==> src/rtl/core/tdc_pkg.sv <==
// Package for the track disk controller core: sizes, codes and the result word type.
// Used by track_disk_controller_core; depends on nothing else.
package tdc_pkg;

    localparam int UNITS             = 2;
    localparam int UNIT_W            = 1;
    localparam int SECTORS_PER_TRACK = 16;
    localparam int SECTOR_W          = 4;
    localparam int MAX_TRACKS        = 1024;
    localparam int TRACK_W           = 11;
    localparam int HEAD_W            = 10;
    localparam int ARG_W             = 16;
    localparam int INDEX_W           = 14;

    localparam logic [1:0] CMD_REQUEST = 2'd0;
    localparam logic [1:0] CMD_STATUS  = 2'd1;
    localparam logic [1:0] CMD_TICK    = 2'd2;

    localparam logic [2:0] OP_SEEK   = 3'd0;
    localparam logic [2:0] OP_READ   = 3'd1;
    localparam logic [2:0] OP_WRITE  = 3'd2;
    localparam logic [2:0] OP_TRACKS = 3'd3;

    localparam logic [1:0] ST_READY = 2'd0;
    localparam logic [1:0] ST_BUSY  = 2'd1;
    localparam logic [1:0] ST_ERROR = 2'd2;

    localparam logic [1:0] RC_OK      = 2'd0;
    localparam logic [1:0] RC_BUSY    = 2'd1;
    localparam logic [1:0] RC_INVALID = 2'd2;

    localparam logic [1:0] REG_TRACKS_UNIT_ZERO = 2'd0;
    localparam logic [1:0] REG_TRACKS_UNIT_ONE  = 2'd1;

    // Reciprocal of ten scaled by 2^19; exact for dividends below 43690.
    localparam logic [16:0] RECIP_TEN = 17'd52429;
    localparam int          RECIP_SH  = 19;

    typedef struct packed {
        logic [1:0]         return_code;
        logic [1:0]         unit_status;
        logic [UNITS-1:0]   irq_mask;
        logic               access_valid;
        logic               access_write;
        logic [UNIT_W-1:0]  access_unit;
        logic [INDEX_W-1:0] sector_index;
        logic [TRACK_W-1:0] track_report;
        logic               track_report_valid;
    } result_t;

endpackage

==> src/rtl/core/track_disk_controller_core.sv <==
// Track disk controller core: per-unit state, request/status/tick handling.
// Depends on tdc_pkg for sizes, codes and the result word type.
//
//   channel   direction  handshake              payload
//   input     in         in_valid / in_stall    cmd, unit_sel, operation, argument
//   result    out        out_valid / out_stall  return_code .. track_report_valid
//   config    in         cfg_valid / cfg_ready  cfg_index, cfg_data
//
// Every input word produces exactly one registered result word; a new word can be
// taken every cycle while in_stall is low. The per-unit registers are read and
// written in the same cycle, which allows that rate. A two-entry output buffer
// (result register plus skid register) holds results under out_stall; in_stall
// rises only when both are full. Reset clears all unit state and both track counts.
module track_disk_controller_core
    import tdc_pkg::*;
(
    input  logic                     clk,
    input  logic                     rst_n,
    input  logic                     in_valid,
    output logic                     in_stall,
    input  logic [1:0]               cmd,
    input  logic signed [2:0]        unit_sel,
    input  logic [2:0]               operation,
    input  logic signed [ARG_W-1:0]  argument,
    output logic                     out_valid,
    input  logic                     out_stall,
    output logic [1:0]               return_code,
    output logic [1:0]               unit_status,
    output logic [UNITS-1:0]         irq_mask,
    output logic                     access_valid,
    output logic                     access_write,
    output logic [UNIT_W-1:0]        access_unit,
    output logic [INDEX_W-1:0]       sector_index,
    output logic [TRACK_W-1:0]       track_report,
    output logic                     track_report_valid,
    input  logic                     cfg_valid,
    output logic                     cfg_ready,
    input  logic [1:0]               cfg_index,
    input  logic [TRACK_W-1:0]       cfg_data
);

    logic [TRACK_W-1:0] tracks_reg  [UNITS];
    logic [1:0]         state_reg   [UNITS];
    logic [1:0]         state_next  [UNITS];
    logic [HEAD_W-1:0]  head_reg    [UNITS];
    logic [HEAD_W-1:0]  head_next   [UNITS];
    logic [2:0]         pend_op_reg [UNITS];
    logic [2:0]         pend_op_next[UNITS];
    logic [ARG_W-1:0]   pend_arg_reg [UNITS];
    logic [ARG_W-1:0]   pend_arg_next[UNITS];
    logic [1:0]         ticks_reg   [UNITS];
    logic [1:0]         ticks_next  [UNITS];

    logic    out_valid_reg;
    logic    skid_valid_reg;
    result_t out_reg;
    result_t skid_reg;
    result_t res;

    logic               accept;
    logic               out_take;
    logic [UNIT_W-1:0]  sel;
    logic               sel_ok;
    logic [16:0]        head_ext;
    logic [16:0]        arg_ext;
    logic [16:0]        diff;
    logic [33:0]        quot_prod;
    logic [14:0]        quot;
    logic [16:0]        quot_ten;
    logic [3:0]         rem;
    logic [1:0]         countdown;
    logic [TRACK_W-1:0] cfg_sat;

    assign cfg_ready = 1'b1;
    assign in_stall  = skid_valid_reg;
    assign accept    = in_valid && !skid_valid_reg;
    assign out_take  = out_valid_reg && !out_stall;

    assign sel    = unit_sel[UNIT_W-1:0];
    assign sel_ok = (unit_sel[2:1] == 2'b00) && (tracks_reg[sel] != '0);

    // Seek countdown: 1 + (|head - target| mod 10), capped at 3.
    assign head_ext  = {7'd0, head_reg[sel]};
    assign arg_ext   = {argument[ARG_W-1], argument};
    assign diff      = ($signed(head_ext) >= $signed(arg_ext)) ? (head_ext - arg_ext)
                                                               : (arg_ext - head_ext);
    assign quot_prod = {17'd0, diff} * {17'd0, RECIP_TEN};
    assign quot      = quot_prod[33:RECIP_SH];
    assign quot_ten  = {quot[13:0], 3'b000} + {1'b0, quot, 1'b0};
    assign rem       = 4'(diff - quot_ten);
    assign countdown = (operation != OP_SEEK) ? 2'd1 :
                       (rem == 4'd0)          ? 2'd1 :
                       (rem == 4'd1)          ? 2'd2 : 2'd3;

    assign cfg_sat = (cfg_data > TRACK_W'(MAX_TRACKS)) ? TRACK_W'(MAX_TRACKS) : cfg_data;

    always_comb
    begin
        logic               acc_done;
        logic               trk_done;
        logic signed [ARG_W-1:0] a;
        logic [1:0]         st;

        res      = '0;
        acc_done = 1'b0;
        trk_done = 1'b0;
        a        = '0;
        st       = ST_READY;
        for (int i = 0; i < UNITS; i++)
        begin
            state_next[i]    = state_reg[i];
            head_next[i]     = head_reg[i];
            pend_op_next[i]  = pend_op_reg[i];
            pend_arg_next[i] = pend_arg_reg[i];
            ticks_next[i]    = ticks_reg[i];
        end

        case (cmd)
            CMD_REQUEST:
            begin
                if (!sel_ok)
                begin
                    res.return_code = RC_INVALID;
                end
                else if (state_reg[sel] == ST_BUSY)
                begin
                    res.return_code = RC_BUSY;
                end
                else
                begin
                    res.return_code    = RC_OK;
                    state_next[sel]    = ST_BUSY;
                    pend_op_next[sel]  = operation;
                    pend_arg_next[sel] = argument;
                    ticks_next[sel]    = countdown;
                end
            end
            CMD_STATUS:
            begin
                if (!sel_ok)
                begin
                    res.return_code = RC_INVALID;
                end
                else
                begin
                    res.return_code = RC_OK;
                    res.unit_status = state_reg[sel];
                    if (state_reg[sel] == ST_ERROR)
                        state_next[sel] = ST_READY;
                end
            end
            CMD_TICK:
            begin
                res.return_code = RC_OK;
                // Lower-numbered units win the access and report fields.
                for (int i = 0; i < UNITS; i++)
                begin
                    if (state_reg[i] == ST_BUSY)
                    begin
                        if (ticks_reg[i] > 2'd1)
                        begin
                            ticks_next[i] = ticks_reg[i] - 2'd1;
                        end
                        else
                        begin
                            ticks_next[i] = 2'd0;
                            a  = $signed(pend_arg_reg[i]);
                            st = ST_READY;
                            case (pend_op_reg[i])
                                OP_SEEK:
                                begin
                                    if (a[ARG_W-1] ||
                                        ({1'b0, a[ARG_W-2:0]} >= ARG_W'(tracks_reg[i])))
                                        st = ST_ERROR;
                                    else
                                        head_next[i] = a[HEAD_W-1:0];
                                end
                                OP_READ, OP_WRITE:
                                begin
                                    if (a[ARG_W-1] ||
                                        (a[ARG_W-2:0] >= (ARG_W-1)'(SECTORS_PER_TRACK)))
                                    begin
                                        st = ST_ERROR;
                                    end
                                    else if (!acc_done)
                                    begin
                                        acc_done         = 1'b1;
                                        res.access_valid = 1'b1;
                                        res.access_write = (pend_op_reg[i] == OP_WRITE);
                                        res.access_unit  = UNIT_W'(i);
                                        res.sector_index = {head_reg[i], a[SECTOR_W-1:0]};
                                    end
                                end
                                OP_TRACKS:
                                begin
                                    if (!trk_done)
                                    begin
                                        trk_done               = 1'b1;
                                        res.track_report       = tracks_reg[i];
                                        res.track_report_valid = 1'b1;
                                    end
                                end
                                default:
                                begin
                                    st = ST_ERROR;
                                end
                            endcase
                            state_next[i]  = st;
                            res.irq_mask[i] = 1'b1;
                        end
                    end
                end
            end
            default:
            begin
                res = '0;
            end
        endcase
    end

    always_ff @(posedge clk or negedge rst_n)
    begin
        if (!rst_n)
        begin
            for (int i = 0; i < UNITS; i++)
            begin
                tracks_reg[i]   <= '0;
                state_reg[i]    <= ST_READY;
                head_reg[i]     <= '0;
                pend_op_reg[i]  <= '0;
                pend_arg_reg[i] <= '0;
                ticks_reg[i]    <= '0;
            end
        end
        else
        begin
            if (cfg_valid && cfg_ready)
            begin
                case (cfg_index)
                    REG_TRACKS_UNIT_ZERO: tracks_reg[0] <= cfg_sat;
                    REG_TRACKS_UNIT_ONE:  tracks_reg[1] <= cfg_sat;
                    default:              ;
                endcase
            end
            if (accept)
            begin
                for (int i = 0; i < UNITS; i++)
                begin
                    state_reg[i]    <= state_next[i];
                    head_reg[i]     <= head_next[i];
                    pend_op_reg[i]  <= pend_op_next[i];
                    pend_arg_reg[i] <= pend_arg_next[i];
                    ticks_reg[i]    <= ticks_next[i];
                end
            end
        end
    end

    // Result register with a skid entry behind it.
    always_ff @(posedge clk or negedge rst_n)
    begin
        if (!rst_n)
        begin
            out_valid_reg  <= 1'b0;
            skid_valid_reg <= 1'b0;
        end
        else if (out_take)
        begin
            if (skid_valid_reg)
            begin
                out_valid_reg  <= 1'b1;
                skid_valid_reg <= 1'b0;
            end
            else
            begin
                out_valid_reg <= accept;
            end
        end
        else if (accept)
        begin
            if (out_valid_reg)
                skid_valid_reg <= 1'b1;
            else
                out_valid_reg <= 1'b1;
        end
    end

    always_ff @(posedge clk)
    begin
        if (out_take)
        begin
            if (skid_valid_reg)
                out_reg <= skid_reg;
            else if (accept)
                out_reg <= res;
        end
        else if (accept)
        begin
            if (out_valid_reg)
                skid_reg <= res;
            else
                out_reg <= res;
        end
    end

    assign out_valid          = out_valid_reg;
    assign return_code        = out_reg.return_code;
    assign unit_status        = out_reg.unit_status;
    assign irq_mask           = out_reg.irq_mask;
    assign access_valid       = out_reg.access_valid;
    assign access_write       = out_reg.access_write;
    assign access_unit        = out_reg.access_unit;
    assign sector_index       = out_reg.sector_index;
    assign track_report       = out_reg.track_report;
    assign track_report_valid = out_reg.track_report_valid;

endmodule
==> config.mk <==
export PLATFORM = sky130hd
export DESIGN_NAME = track_disk_controller_core
export DESIGN_NICKNAME = d
export VERILOG_FILES = /design/src/rtl/core/tdc_pkg.sv /design/src/rtl/core/track_disk_controller_core.sv
export SDC_FILE = /design/constraint.sdc
export NUM_CORES = 1
export LEC_CHECK = 0
export BUFFER_PORTS_ARGS = -buffer_cell sky130_fd_sc_hd__clkbuf_2
export CAP_MARGIN = 40
export CORE_MARGIN = 5
export CORE_UTILIZATION = 48
export CTS_CLUSTER_DIAMETER = 40
export CTS_CLUSTER_SIZE = 10
export DETAILED_ROUTE_END_ITERATION = 7
export PLACE_DENSITY = 0.68
export SETUP_SLACK_MARGIN = 0.15
export SKIP_CTS_REPAIR_TIMING = 1
export SLEW_MARGIN = 10
export SYNTH_ARGS = -nofsm -noshare
export SYNTH_HDL_FRONTEND = slang
export SYNTH_SLANG_ARGS = --single-unit
==> constraint.sdc <==
create_clock -name clk -period 11.23 [get_ports clk]
set_input_delay 1.123 -clock clk [delete_from_list [all_inputs] [get_ports clk]]
set_output_delay 1.123 -clock clk [all_outputs]
set_load 0.03 [all_outputs]
==> impl_results.md, run 1 <==
- Status: finished clean
- Final min period: between 10 and 15 ns
- I/O pin cnt: 80
- Chip height: 170 um
- Die Wd: roughly 170 um
- Max FFs per register: 35
- DRT Pass-1 Iters: 5
- CTS tree: done
- TritonCTS buffer count: 17
- Min-Delay Path Class: flop to flop
- Net Count, Synth: approximately 1,400
- Largest net degree at the start of global routing: 52
- FF-to-FF End: ticks_reg[1]
- Reg-to-reg setup timing slack: 1.50 ns
- Vias in the first global route: between 8,000 and 9,000
- Area delta synth->final: 11.6%
- Worst path max stage delay: about 0.54 ns
- Sum Neg Setup Slack: 0 ns
- DIE AREA: about 29,000 sq um
- Worst Tran Pin Value: a little under 0.8 ns
- Syn. warnings: 0
- Final setup fails: 0
- Mapped cell area: between 10,000 and 15,000 sq um
- Worst EP required: ~12 ns
- DR vias: about 8,600
- Critical Path Most Common Cell: xnor2_1
- Fmax achieved: 0.0955 GHz
- Slew Limit Headroom: 0.486
- Starting Density: 0.487
- Setup crit end: ticks_reg[1]
- Reg-to-reg startpoint: head_reg[11]
- Initial DRC Count: about 600
- Count of different cell masters after synthesis: between 70 and 80
- Number of flops mapped to enable cells by yosys: 70
- Placed Instance Area: 13,100 sq um
- Grt total ovfl: 0
- Final Hold Fails: 0
- Startpoint Class: input port
- Routed wire per std cell: 18.0 um
- Max-slew violations: 0
- Gpl congestion: 0.935
- CTS Root Cell: clkbuf_16
- Sequential fraction of the synthesis area: 0.355
- Clock latency on the worst-skew pair: between 0.4 and 0.5 ns
- Clock skew: 0.00999 ns
- Crit path DAT: approximately 11 ns
- Post-Synthesis Cells: roughly 1,200
- # H-tree levels: 4
- Share of layout cells above drive strength 1: 0.161
- Initial antenna violation count: 1
- Clock Pin Slew Worst Setup and Hold Paths: 0.07 ns
- Routed Antenna Nets: 0
- #FFs+latches synth: 160
- PortBufs: 78
- Detailed placer's ending HPWL: ~23,000 um
- Top FF cell, synth: dfrtp_1
- Worst reg-to-reg path cell count: between 40 and 50
- Fin crit share: 0.932
- Hold_ws: 0.503 ns
- Util after Layout: 0.544
- RSZ-0062 raised after global routing: false
- Worst-path fanout max: 11
- Antenna Cells: 0
- Post-layout nets: 1,491
- Async S/R FF share, synth: 0.563
- Crit end category: flop
- Clock Path Buffers: 2
- Synthesized area per cell: 10.4 sq um
- Placeable Area: approximately 25,000 sq um
- Drt drc: 0
- Slowest CP cell: fa_1
- Setup Crit Path Kind: input port to flop
- Max-Cap Viols: 0
- Via-to-Cell Ratio: between 5 and 6
- Worst Setup SP: unit_sel[0]
- Global Route Usage Sum: 0.205
- Final instance area: between 10,000 and 15,000 sq um
- WL final: between 20,000 and 30,000 um
- First-pass GRT wire length: between 40,000 and 50,000 um
- FP Rows: 58
- CTS Sinks: 160
==> worst max-delay path: cells and delay by family <==
family,cells,cell delay [ns]
xor+xnor,8,1.49
buf+inv,7,0.70
mux,2,0.71
compound gates,12,2.13
fa+ha+maj,9,3.44
simple gates,5,1.19
==> how the worst min path moves through the flow <==
stage | start | to | slack [ns] | cells after the start
after floorplan | pend_arg_reg[13] | pend_arg_reg[13] | 0.47 | 1
final | pend_arg_reg[11] | pend_arg_reg[11] | 0.50 | 1
after global placement | pend_arg_reg[11] | pend_arg_reg[11] | 0.48 | 1
after global routing | pend_arg_reg[29] | pend_arg_reg[29] | 0.52 | 1
after detailed placement | pend_arg_reg[11] | pend_arg_reg[11] | 0.49 | 1
after CTS | pend_arg_reg[11] | pend_arg_reg[11] | 0.51 | 1
==> through the flow <==
stage	setup WS, ns	cells
2_1_floorplan	0.465	1175
3_3_place_gp	0.506	1556
3_5_place_dp	0.277	1560
4_1_cts	0.738	1592
5_1_grt	0.186	1592
6_report	0.759	1592
==> final cells by class <==
| cell class | count | area (sq um) |
|---|---|---|
| well taps | 330 | 413 |
| clock inverters | 15 | 155 |
| clock buffers | 17 | 425 |
| fillers | 2219 | 11500 |
| multi-input cells | 771 | 6990 |
| flip-flops and latches | 160 | 4350 |
| repair buffers | 97 | 596 |
| inverters | 202 | 758 |
==> synth_stat cells (3+ instances only) <==
master,number,area share
nand4_1,8,0.0041
nand3_1,10,0.0041
buf_2,11,0.0045
xnor2_1,21,0.015
o21a_1,4,0.0024
a21o_1,28,0.017
mux2_2,48,0.044
nor3_1,9,0.0037
buf_1,9,0.0028
dfrtp_1,90,0.18
nand2_1,92,0.028
o21bai_1,4,0.0024
nor2b_1,11,0.0056
mux2_1,19,0.017
a211oi_1,9,0.0055
and3_1,6,0.0031
mux2i_1,29,0.024
edfxtp_1,70,0.17
o211ai_1,6,0.0037
or4_1,5,0.0031
or3_1,3,0.0015
nand3b_1,5,0.0031
a31oi_1,5,0.0025
clkbuf_1,19,0.0058
fa_1,68,0.11
o31ai_1,13,0.0080
nand2b_1,20,0.010
nor2_1,39,0.012
o21ai_1,10,0.0041
o21ai_0,50,0.020
inv_1,200,0.061
a21oi_1,38,0.016
xor2_1,11,0.0079
a22o_1,14,0.010
ha_1,132,0.13
nor4_1,11,0.0056
==> kinds of logic after synthesis <==
logic type	synth area share
AOI/OAI and AO/OA	0.111
xor gates and xnor gates	0.0260
adders and majority gates	0.246
buffers and inverters	0.0765
DFF	0.355
muxes	0.0876
other	0.000306
and+or+nand+nor	0.0980
==> metal layers <==
| metal | GRT usage | vias up | part of all wire |
|---|---|---|---|
| met1 | 0.274 | 4222 | 0.45 |
| met3 | 0.0262 | 29 | 0.034 |
| met4 | 0.0518 | 2 | 0.016 |
| met5 | 0 | - | 0.00045 |
| met2 | 0.355 | 160 | 0.50 |
| li1 | - | 4157 | - |
==> cells in the final DEF, fill, tap and decap left out, types with 20 or more instances in the layout <==
master    instances
a21o_1           28
a21oi_1          37
clkbuf_2         77
dfrtp_1          90
edfxtp_1         70
fa_1             68
ha_1            132
inv_1           200
mux2_2           48
mux2i_1          29
nand2_1          92
nand2b_1         20
nor2_1           38
o21ai_0          50
xnor2_1          21
Power of run 1 is left out: the tool's default activity adds up to more than one toggle a clock period on the data nets, which glitch-free logic cannot reach.
==> run 2, diff against run 1 <==
==> constraint.sdc (replaced) <==
create_clock -name clk -period 11.23 [get_ports clk]
set_input_delay 2.246 -clock clk [delete_from_list [all_inputs] [get_ports clk]]
set_output_delay 2.246 -clock clk [all_outputs]
set_load 0.03 [all_outputs]
==> run 2 against run 1 <==
  * Die area did not move
  * Cell count rose by 2.8%
  * Hold slack got worse by 0.0020 ns
  * Final area rose by 3.4%
  * Setup slack got worse by 0.16 ns
  * Wire length rose by 0.86%
  * Non-clock buffer count rose by 45
==> impl_results.md, run 2 (same netlist as run 1, synthesis figures left out) <==
- Status: finished clean
- RSZ-0062 raised after global routing: false
- Gpl congestion: 0.975
- Fin crit share: 0.946
- Initial DRC Count: about 580
- Cell Count Post-Placement: approximately 1,600
- Startpoint Class: input port
- Most common cell after layout, fill and taps aside: inv_1
- Post-layout nets: between 1,500 and 2,000
- Worst Setup SP: unit_sel[0]
- Hold_sp: pend_arg_reg[31]
- Routed Antenna Nets: 0
- DIE AREA: ~29,000 sq um
- Slowest CP cell: fa_1
- FP Rows: between 50 and 60
- Crit path DAT: 10.93 ns
- Die Wd: approximately 170 um
- Finished Layout Cells: between 1,500 and 2,000
- Fmax achieved: between 0.09 and 0.1 GHz
- Drt drc: 0
- Worst path max stage delay: roughly 0.54 ns
- WL final: 29,000 um
- Chip height: between 150 and 200 um
- Worst Tran Pin Value: about 0.85 ns
- CTS tree: done
- Sum Neg Setup Slack: 0 ns
- Final setup fails: 0
- DRT Pass-1 Iters: 6
- Vias in the first global route: between 8,000 and 9,000
- I/O pin cnt: 80
- Final min period: roughly 11 ns
- Area delta synth->final: 15.4%
- Max-Cap Viols: 0
- Clock Path Buffers: 2
- CTS Sinks: 160
- Max FFs per register: 35
- Antenna Cells: 0
- Routed wire per std cell: approximately 18 um
- Largest net degree at the start of global routing: 57
- Via-to-Cell Ratio: approximately 5.4
- Starting Density: 0.487
- Crit end category: flop
- Setup Crit Path Kind: input port to flop
- Grt total ovfl: 0
- Share of layout cells above drive strength 1: 0.199
- Commonest cells after routing, fill and taps aside: inv_1, ha_1, nand2_1
- Placeable Area: 25,200 sq um
- Detailed placer's ending HPWL: approximately 24,000 um
- Worst EP required: ~12 ns
- PortBufs: slightly below 80
- Min-Delay Path Class: flop to flop
- First-pass GRT wire length: about 47,000 um
- Clock Pin Slew Worst Setup and Hold Paths: 0.07 ns
- Initial antenna violation count: 2
- Max-slew violations: 0
- Slew Limit Headroom: 0.422
- DR vias: between 8,000 and 9,000
- Final Hold Fails: 0
- Worst-path fanout max: 7
- CTS Root Cell: clkbuf_16
- Reg-to-reg startpoint: head_reg[11]
- Clock latency on the worst-skew pair: between 0.4 and 0.5 ns
- # H-tree levels: 4
- Clock skew: between 0.015 and 0.02 ns
- TritonCTS buffer count: 17
- Global Route Usage Sum: 0.206
-- run 2: cell types whose count changed in the layout (fill, tap and decap cells not counted), sizes merged --
cell	change
clkinv	+3
clkinvlp	+1
inv	-7
bufinv	+2
buf	+46
-- run 2: worst paths after layout --
kind / end / slack [ns] / cells after the start
worst max-delay path: ticks_reg[2] / 0.60 / 43
worst min-delay path: pend_arg_reg[31] / 0.50 / 1
worst max register to register: ticks_reg[2] / 2.22 / 42
worst min register to register: pend_arg_reg[31] / 0.50 / 1
max in group asynchronous: pend_arg_reg[6] / 8.36 / 2
min in group asynchronous: out_valid / 1.75 / 1
-- run 2: per-stage QoR --
step / hold slack (ns) / utilization / setup WS, ns / area, sq um
detailed placement: 0.489 / 0.535 / -0.174 / 13500
global route: 0.514 / 0.562 / 0.163 / 14100
CTS: 0.503 / 0.559 / 0.291 / 14100
floorplan: 0.470 / - / 0.168 / 12400
finish: 0.501 / 0.562 / 0.602 / 14100
global placement: 0.483 / 0.532 / -0.00493 / 13400
-- run 2: layout make-up --
class | count | area, sq um
Timing Repair Buffer | 142 | 947
Fill cell | 2189 | 11000
Clock buffer | 18 | 429
Clock inverter | 14 | 173
Sequential cell | 160 | 4350
Tap cell | 330 | 413
Inverter | 202 | 758
Multi-Input combinational cell | 771 | 7080
-- run 2: critical path, delay by kind of cell --
kind                     cells  cell delay, ns
XOR/XNOR                     8            1.32
AO/OA/AOI/OAI               11            1.84
AND/OR/NAND/NOR              4            0.60
buffers and inverters        8            0.69
multiplexers                 3            0.79
adder cells (fa/ha/maj)      9            3.45
-- run 2: per-layer routing --
layer  routed length [um]  GRT usage  vias to the layer above
met5                    0          0                        -
met4                  403     0.0515                        0
met3                 1200     0.0337                       32
met2                14000      0.343                      180
met1                13300      0.284                     4348
li1                     -          -                     4247
Power of run 2 is left out for the same reason.
